$ cat src/rtl/segment_intersection_core_defines.svh
// ---------------------------------------------------------------------------
// Assertion macros for the segment intersection core
// ---------------------------------------------------------------------------
`ifndef SEGMENT_INTERSECTION_CORE_DEFINES_SVH
`define SEGMENT_INTERSECTION_CORE_DEFINES_SVH

// Same-cycle implication, masked during reset
`define SIC_ASSERT_IMP(lbl, clk, rst_n, ante, cons, msg) \
    lbl: assert property (@(posedge clk) disable iff (!rst_n) (ante) |-> (cons)) \
        else $error(msg);

// Next-cycle implication, masked during reset
`define SIC_ASSERT_NXT(lbl, clk, rst_n, ante, cons, msg) \
    lbl: assert property (@(posedge clk) disable iff (!rst_n) (ante) |=> (cons)) \
        else $error(msg);

`endif

$ cat src/rtl/sic_pkg.sv
`default_nettype none
// ---------------------------------------------------------------------------
// sic_pkg
// Shared constants and types of the segment intersection core.
// ---------------------------------------------------------------------------
package sic_pkg;

    localparam int COORD_BITS_DEF    = 16;
    localparam int FRACTION_BITS_DEF = 16;
    localparam int HIT_BITS          = 24;
    localparam int INT_LIMIT_BITS    = 17;
    localparam int TOL_BITS          = 16;
    localparam logic [TOL_BITS-1:0] TOL_RESET = 16'd1;

    // Result status codes
    localparam logic [1:0] ST_FOUND  = 2'd0;
    localparam logic [1:0] ST_FIRST  = 2'd1;
    localparam logic [1:0] ST_SECOND = 2'd2;

    // Per-item flags carried down the divider chain
    typedef struct packed {
        logic den_zero;
        logic neg_a;
        logic neg_b;
        logic ovf_a;
        logic ovf_b;
    } t_flags;

endpackage
`default_nettype wire

$ cat src/rtl/sic_div_cell.sv
`default_nettype none
// ---------------------------------------------------------------------------
// sic_div_cell
// One restoring-division cell: settles one quotient bit of alpha and beta.
// ---------------------------------------------------------------------------
module sic_div_cell
    import sic_pkg::*;
#(
    parameter int DEN_BITS  = 35,
    parameter int REM_BITS  = 68,
    parameter int QUO_BITS  = 33,
    parameter int BIT_IDX   = 0,
    parameter int SIDE_BITS = 66
) (
    input  wire                  i_clk,
    input  wire                  i_rst_n,
    input  wire                  i_en,
    input  wire                  i_valid,
    input  t_flags               i_flags,
    input  wire [SIDE_BITS-1:0]  i_side,
    input  wire [DEN_BITS-1:0]   i_den,
    input  wire [REM_BITS-1:0]   i_rem_a,
    input  wire [REM_BITS-1:0]   i_rem_b,
    input  wire [QUO_BITS-1:0]   i_quo_a,
    input  wire [QUO_BITS-1:0]   i_quo_b,
    output logic                 o_valid,
    output t_flags               o_flags,
    output logic [SIDE_BITS-1:0] o_side,
    output logic [DEN_BITS-1:0]  o_den,
    output logic [REM_BITS-1:0]  o_rem_a,
    output logic [REM_BITS-1:0]  o_rem_b,
    output logic [QUO_BITS-1:0]  o_quo_a,
    output logic [QUO_BITS-1:0]  o_quo_b
);

    logic [REM_BITS-1:0] w_div;
    logic                w_geq_a;
    logic                w_geq_b;
    logic [REM_BITS-1:0] n_rem_a;
    logic [REM_BITS-1:0] n_rem_b;
    logic [QUO_BITS-1:0] n_quo_a;
    logic [QUO_BITS-1:0] n_quo_b;

    // Trial subtract of the shifted denominator
    always_comb begin
        w_div   = REM_BITS'(i_den) << BIT_IDX;
        w_geq_a = (i_rem_a >= w_div);
        w_geq_b = (i_rem_b >= w_div);
        n_rem_a = w_geq_a ? (i_rem_a - w_div) : i_rem_a;
        n_rem_b = w_geq_b ? (i_rem_b - w_div) : i_rem_b;
        n_quo_a = i_quo_a;
        n_quo_b = i_quo_b;
        n_quo_a[BIT_IDX] = w_geq_a;
        n_quo_b[BIT_IDX] = w_geq_b;
    end

    // Advance the valid bit
    always_ff @(posedge i_clk) begin
        if (!i_rst_n) begin
            o_valid <= 1'b0;
        end else if (i_en) begin
            o_valid <= i_valid;
        end
    end

    // Hand the payload to the next cell
    always_ff @(posedge i_clk) begin
        if (i_en) begin
            o_flags <= i_flags;
            o_side  <= i_side;
            o_den   <= i_den;
            o_rem_a <= n_rem_a;
            o_rem_b <= n_rem_b;
            o_quo_a <= n_quo_a;
            o_quo_b <= n_quo_b;
        end
    end

endmodule
`default_nettype wire

$ cat config.mk
export PLATFORM = sky130hd
export DESIGN_NAME = sic_div_cell
export DESIGN_NICKNAME = d
export VERILOG_FILES = /design/src/rtl/segment_intersection_core_defines.svh /design/src/rtl/sic_pkg.sv /design/src/rtl/sic_div_cell.sv
export SDC_FILE = /design/constraint.sdc
export NUM_CORES = 1
export LEC_CHECK = 0
export ABC_CLOCK_PERIOD_IN_PS = 3600
export BUFFER_PORTS_ARGS = -buffer_cell sky130_fd_sc_hd__buf_2
export CORE_AREA = 2 2 244 246
export CTS_CLUSTER_DIAMETER = 200
export DETAILED_ROUTE_END_ITERATION = 12
export DIE_AREA = 0 0 246 248
export PLACE_DENSITY = 0.5
export SETUP_SLACK_MARGIN = 0.1
export SYNTH_ARGS = -nofsm -noshare
export SYNTH_HDL_FRONTEND = slang
export SYNTH_SLANG_ARGS = --single-unit
$ cat constraint.sdc
create_clock -name i_clk -period 3.6 [get_ports i_clk]
set_clock_uncertainty 0.1 [all_clocks]
set_input_delay 0.18 -clock i_clk [delete_from_list [all_inputs] [get_ports i_clk]]
set_output_delay 0.18 -clock i_clk [all_outputs]
set_load 0.02 [all_outputs]
==> results of run 1 <==
## cell type report
class,count,area [um2],share of cell area
Sequential cell,309,9269,0.3770
Tap cell,773,967.2,0.03934
Antenna cell,7,17.52,0.0007124
Clock buffer,43,927.1,0.03771
Clock inverter,21,145.1,0.005903
Timing Repair Buffer,994,6749,0.2745
Inverter,65,247.7,0.01008
Multi-Input combinational cell,936,6265,0.2548
## through the flow
stage                       util  cells  cell area (um2)
after CTS                 0.4151   3135            24270
after global placement    0.3442   2764            20120
final                     0.4206   3148            24590
after detailed placement  0.3442   2764            20120
after floorplan                -   1346            15700
after global routing      0.4203   3141            24570
## per-layer routing
layer | global-route usage | vias to the layer above
met2 | 0.3682 | 589
li1 | - | 7046
met5 | 0 | -
met4 | 0.06845 | 10
met1 | 0.2648 | 7184
met3 | 0.05266 | 113
## power by group through the flow
| stage | logic (mW) | clock network (mW) | registers, mW |
|---|---|---|---|
| after floorplan | 0.738 | 0 | 5.04 |
| after global placement | 2.28 | 0 | 4.58 |
| after detailed placement | 2.28 | 0 | 4.58 |
| after CTS | 2.57 | 3.54 | 4.52 |
| after global routing | 2.80 | 3.67 | 4.54 |
| final | 2.60 | 3.43 | 4.51 |
## synth_stat cells (4+ instances only)
cell,n
nand4_1,28
a211oi_1,11
o211ai_1,6
or4_1,14
nor2b_1,4
o21bai_1,15
a21oi_1,93
nand3_1,23
xnor2_1,54
o21ai_0,121
inv_1,63
o31ai_1,5
nor2_1,73
buf_2,19
clkbuf_1,16
nand2_1,144
or2_2,5
a31oi_1,8
nand2b_1,12
o21a_1,7
nor3_1,41
a21o_1,8
edfxtp_1,308
o21ai_1,6
and3_1,5
ha_1,70
xor2_1,76
nor4_1,29
or3_1,21
## how the worst max path moves through the flow
stage                     slack, ps           to  cells past startpoint
after floorplan                 600  o_rem_b[46]                     13
after global placement         -120  o_rem_b[47]                     13
after detailed placement        -30  o_rem_b[47]                     13
after CTS                       110  o_rem_b[47]                     14
after global routing             20  o_rem_b[46]                     14
final                           220  o_rem_a[58]                     13
## kinds of logic after synthesis
kind of cell,Yosys count,share of synthesized area
xor gates and xnor gates,130,0.07253
adders and majority gates,72,0.05834
AOI/OAI and AO/OA,309,0.1152
and+or+nand+nor,420,0.1344
muxes,5,0.003427
DFF,309,0.5904
buffers and inverters,101,0.02574
## state kept, by name (all words and copies together) (netlist names)
signal and flops:
o_rem_a 68, o_valid 1, o_side 66, o_rem_b 68, o_den 35, o_flags 5
o_quo_a 33, o_quo_b 33
## timing repair
item	4_1_cts	5_1_grt
setup endpoints to repair	0	83
hold buffers	307	0
buffers inserted	0	6
gates resized for setup	0	52
endpoints found under the hold margin	306	0
## critical path, stage by stage
cell	delay, ps
dlygate4sd3_1	520
buf_2	110
inv_1	110
ha_1	440
nand4_1	240
nor4_2	320
o211ai_1	170
nor2b_1	180
a211oi_2	330
nor3_4	130
or3_4	450
nor4_1	260
xor2_1	100
## cells in the final DEF (no fill, tap or decap), drive strengths merged, types with 8 or more instances in the layout
| master | instances |
|---|---|
| a21o | 8 |
| xor2 | 76 |
| or3 | 22 |
| or4 | 15 |
| nand2b | 12 |
| clkbuf | 44 |
| nor4 | 30 |
| clkinv | 18 |
| nand2 | 144 |
| xnor2 | 54 |
| nand4 | 28 |
| a21oi | 93 |
| nand3 | 23 |
| a211oi | 12 |
| nor2 | 74 |
| edfxtp | 308 |
| dlygate4sd3 | 307 |
| nor3 | 45 |
| buf | 686 |
| a31oi | 8 |
| ha | 70 |
| inv | 66 |
| o21bai | 15 |
| o21ai | 127 |
==> results.md, run 1 <==
- Comb power frac: 0.247
- Mapped cell area: about 16000 um2
- Yosys reg bits: ~310
- First-pass GRT wire length: a little under 100000 um
- Clock slew seen by the registers of the worst setup and hold paths: 60 ps
- # rows: between 80 and 90
- Antenna violations before repair: 10
- Met2 wire length: approximately 33000 um
- Clock Latency Late Sink: 540 ps
- Routed len/inst: around 22 um
- Clock power share: 0.325
- Vias in the first global route: 14900
- Routed vias/inst: about 4.7
- Port buffer count: between 600 and 700
- Net count after synthesis: roughly 1700
- Yosys top cell by area: edfxtp_1
- Critical path origin: i_den[21]
- Setup TNS Final: 0 ps
- Seq/Total Area, Yosys: 0.5904
- Syn avg cell area: 11.66 um2
- P&R area growth vs syn: 56.62%
- CTS buffer count: 36
- Setup violations, final: 0
- Power Density: ~430 nW/um2
- Post-route worst setup slack: approximately 220 ps
- VDD IR max: ~0.00036 V
- Routed Antenna Nets: 0
- Period utilisation layout: 0.9384
- CTS Buffer Depth: 3
- I/O pins: just over 600
- Switching power: around 3.2 mW
- Largest net degree at the start of global routing: 91
- FF-to-FF setup slack: roughly 2300 ps
- CTS sink count: between 300 and 400
- Critical Path End Type: register
- Critical R2R Launch: o_valid
- R2R Path End: o_valid
- Die Wd: between 200 and 250 um
- GRT Total Usage: 0.2147
- Least-Margin Pin Slew: 799.9 ps
- Max-capacitance violation count: 0
- Tmin final: 3378 ps
- Slew Limit Fails: 0
- CTS Root Cell: clkbuf_16
- Synth warn: 0
- Hold Path Cell Cnt: 4
- Total overflow reported by the global router: 0
- H-tree Lvls: 2
- Run status: completed
- Yosys top cell area share: 0.5891
- Top post-synthesis cells by area: edfxtp_1 59%, ha_1 5.6%, xor2_1 4.2%, o21ai_0 3.9%, nand2_1 3.4%
- Routed WL: 68890 um
- Synthesized instance count: between 1000 and 1500
- Fraction of layout instances using a drive strength above 1: 0.3370
- Total vias in the final route: between 10000 and 15000
- Sequential power share: 0.428
- Final Hold Fails: 0
- Post-synth EDFFs: 308
- Initial DRT Pass Iterations: 5
- Initial DRC count: approximately 800
- Top_reg_cell synth: edfxtp_1
- Worst hold path type: input port to register
- Register-to-Register Path Depth: 3
- Max-slew headroom: 0.4667
- Startpoint Class: input port
- Nets: around 2700
- Core area: about 58000 um2
- Initial Utilization: 0.2685
- Sw frac: 0.3053
- M1 WL: about 28000 um
- Hold_sp: i_rem_a[29]
- DRC: 0
- Die area: 61010 um2
- Fillers: ~5600
- Top Layer Used: met5
- Worst Path Required: between 3000 and 4000 ps
- CTS tree: done
- Crit path DAT: ~3600 ps
- RSZ-0062 raised after global routing: true
- P_leak: slightly above 10 nW
- Crit path kind: input port to register
- Pwr Total: around 11 mW
- Hold_ws: approximately 65 ps
- Pint: about 7.3 mW
- Synth cell types: a little under 70
- Crit path max fanout: 7
- Die Span Y: 248 um
- Post-DP HPWL: ~55000 um
- Pre-CTS setup slack: -25.01 ps
- Highest clock rate: 296.0 MHz
- Hold Path End: o_rem_a[29]
- Asr flop ratio synth: 0
- Met3 routed wirelength: around 4700 um
- GP Congestion: 0.9150
No activity file was read; power rests on OpenSTA's default activity.
==> run 2: changes to the inputs <==
Settings changed: HOLD_SLACK_MARGIN set to 0.1.
==> run 2 against run 1 <==
Against the previous run: non-clock buffer count rose by 2; register-to-register slack about the same; final cell count barely moved; fmax shrank 0.21%; combinational power hardly changed; clock-buffer cell count unchanged; highest routed layer unchanged.
==> results.md, run 2 (same netlist as run 1, synthesis figures left out) <==
- CTS Buffer Depth: 3
- Clock slew seen by the registers of the worst setup and hold paths: roughly 60 ps
- Least-Margin Pin Slew: approximately 800 ps
- Die area: between 60000 and 70000 um2
- Run status: completed
- Clock power share: 0.325
- Fraction of layout instances using a drive strength above 1: 0.3367
- Setup TNS Final: 0 ps
- Period utilisation layout: 0.9404
- RSZ-0062 raised after global routing: true
- H-tree Lvls: 2
- Comb power frac: 0.247
- Routed len/inst: about 22 um
- Hold Path Cell Cnt: 2
- DRC: 0
- Sw frac: 0.3049
- Post-route worst setup slack: around 210 ps
- Hold_sp: i_quo_b[27]
- Routed Antenna Nets: 0
- Initial DRC count: 838
- Highest clock rate: roughly 300 MHz
- Inst Count DP: approximately 2800
- Pre-CTS setup slack: -25.01 ps
- Register-to-Register Path Depth: 3
- Crit path kind: input port to register
- GRT Total Usage: 0.2146
- VDD IR max: roughly 0.00036 V
- Final Hold Fails: 0
- Routed WL: approximately 69000 um
- Biggest registers after layout: o_rem_a x68, o_rem_b x68, o_side x66
- Routed vias/inst: 4.734
- Switching power: 3.212 mW
- I/O pins: 621
- Crit path DAT: approximately 3600 ps
- Most frequent cells in the layout: 616 x buf_2, 309 x dlygate4sd3_1, 308 x edfxtp_1, 144 x nand2_1, 119 x o21ai_0
- Crit path max fanout: 8
- Antenna violations before repair: 10
- Setup violations, final: 0
- Initial DRT Pass Iterations: 5
- First-pass GRT wire length: 96670 um
- P_leak: between 10 and 15 nW
- Max-slew headroom: 0.4644
- Total overflow reported by the global router: 0
- Most common cell after layout, fill and taps aside: buf_2
- Power Density: ~430 nW/um2
- Startpoint Class: input port
- Vias in the first global route: ~15000
- Final Instance Count excl. Fillers: 3150
- Hold Path End: o_quo_b[27]
- Die Wd: 246 um
- Core area: about 58000 um2
- GP Congestion: just over 0.9
- Worst hold path type: input port to register
- Worst Path Required: around 3800 ps
- Max-capacitance violation count: 0
- Slew Limit Fails: 0
- Largest net degree at the start of global routing: 91
- CTS buffer count: 36
- Port buffer count: slightly above 600
- Total vias in the final route: 14910
- Post-DP HPWL: approximately 55000 um
- CTS tree: done
- Nets: 2728
- Critical Path End Type: register
- CTS sink count: just over 300
- Tmin final: 3386 ps
- FF-to-FF setup slack: ~2300 ps
- Die Span Y: around 250 um
- Initial Utilization: 0.2685
- # rows: a little under 90
- Clock Latency Late Sink: between 500 and 600 ps
- Finished Core Util: 0.4209
- R2R Path End: o_valid
- Critical R2R Launch: o_valid
- Sequential power share: 0.428
- Pint: about 7.3 mW
- CTS Root Cell: clkbuf_16
- P&R area growth vs syn: 56.75%
-- run 2: cell types whose count changed in the layout (fill, tap and decap cells not counted) --
cell           change
dlygate4sd3_1      +2
-- run 2: power groups by stage --
stage          combinational [mW]  sequential (mW)  clock (mW)
5_1_grt                      2.80             4.54        3.67
2_1_floorplan               0.738             5.04           0
3_3_place_gp                 2.28             4.58           0
3_5_place_dp                 2.28             4.58           0
4_1_cts                      2.57             4.52        3.54
6_report                     2.60             4.51        3.42
-- run 2: what timing repair did --
item                                    4_1_cts  5_1_grt
endpoints found under the setup margin        0       83
buffers inserted                              0        6
endpoints found under the hold margin       312        0
gates resized for setup                       0       52
hold buffers                                309        0
-- run 2: metrics by stage --
step	hold slack (ps)	power, mW	instance area, um2
5_1_grt	232.4	11.01	24590
6_report	250.8	10.53	24610
4_1_cts	217.4	10.63	24290
2_1_floorplan	178.9	5.774	15700
3_5_place_dp	258.2	6.860	20120
3_3_place_gp	257.1	6.855	20120
-- run 2: area by class of cell --
type / instances / area (um2)
Tap cell: 773 / 967.2
Timing Repair Buffer: 996 / 6769
Antenna cell: 7 / 17.52
Clock inverter: 21 / 145.1
Inverter: 65 / 247.7
Sequential cell: 309 / 9269
Clock buffer: 43 / 927.1
Multi-Input combinational cell: 936 / 6265
Fill cell: 5623 / 33860
-- run 2: worst max-delay path, stage by stage --
cell and delay, ps:
dlygate4sd3_1 520, buf_2 140, inv_1 90, ha_1 350, buf_4 180, a21oi_1 250
nand2_1 80, o21ai_0 250, a22o_1 250, a211oi_2 130, buf_4 150, nor2_1 180
nand3_1 350, nor4_1 350, xor2_1 110
-- run 2: how the worst max path moves through the flow --
stage,start,endpoint,slack [ps],cells after the start
floorplan,i_rem_b[0],o_rem_b[46],600,13
global placement,i_den[31],o_rem_b[47],-120,13
detailed placement,i_den[31],o_rem_b[47],-30,13
CTS,i_den[28],o_rem_b[47],110,14
global route,i_den[1],o_rem_b[46],20,14
finish,i_den[19],o_rem_a[56],210,15
-- run 2: routing by layer --
metal	global-route usage	wire length (um)
met5	0	67
met3	0.05266	4915
met2	0.3676	33420
met1	0.2648	28040
met4	0.06863	2355
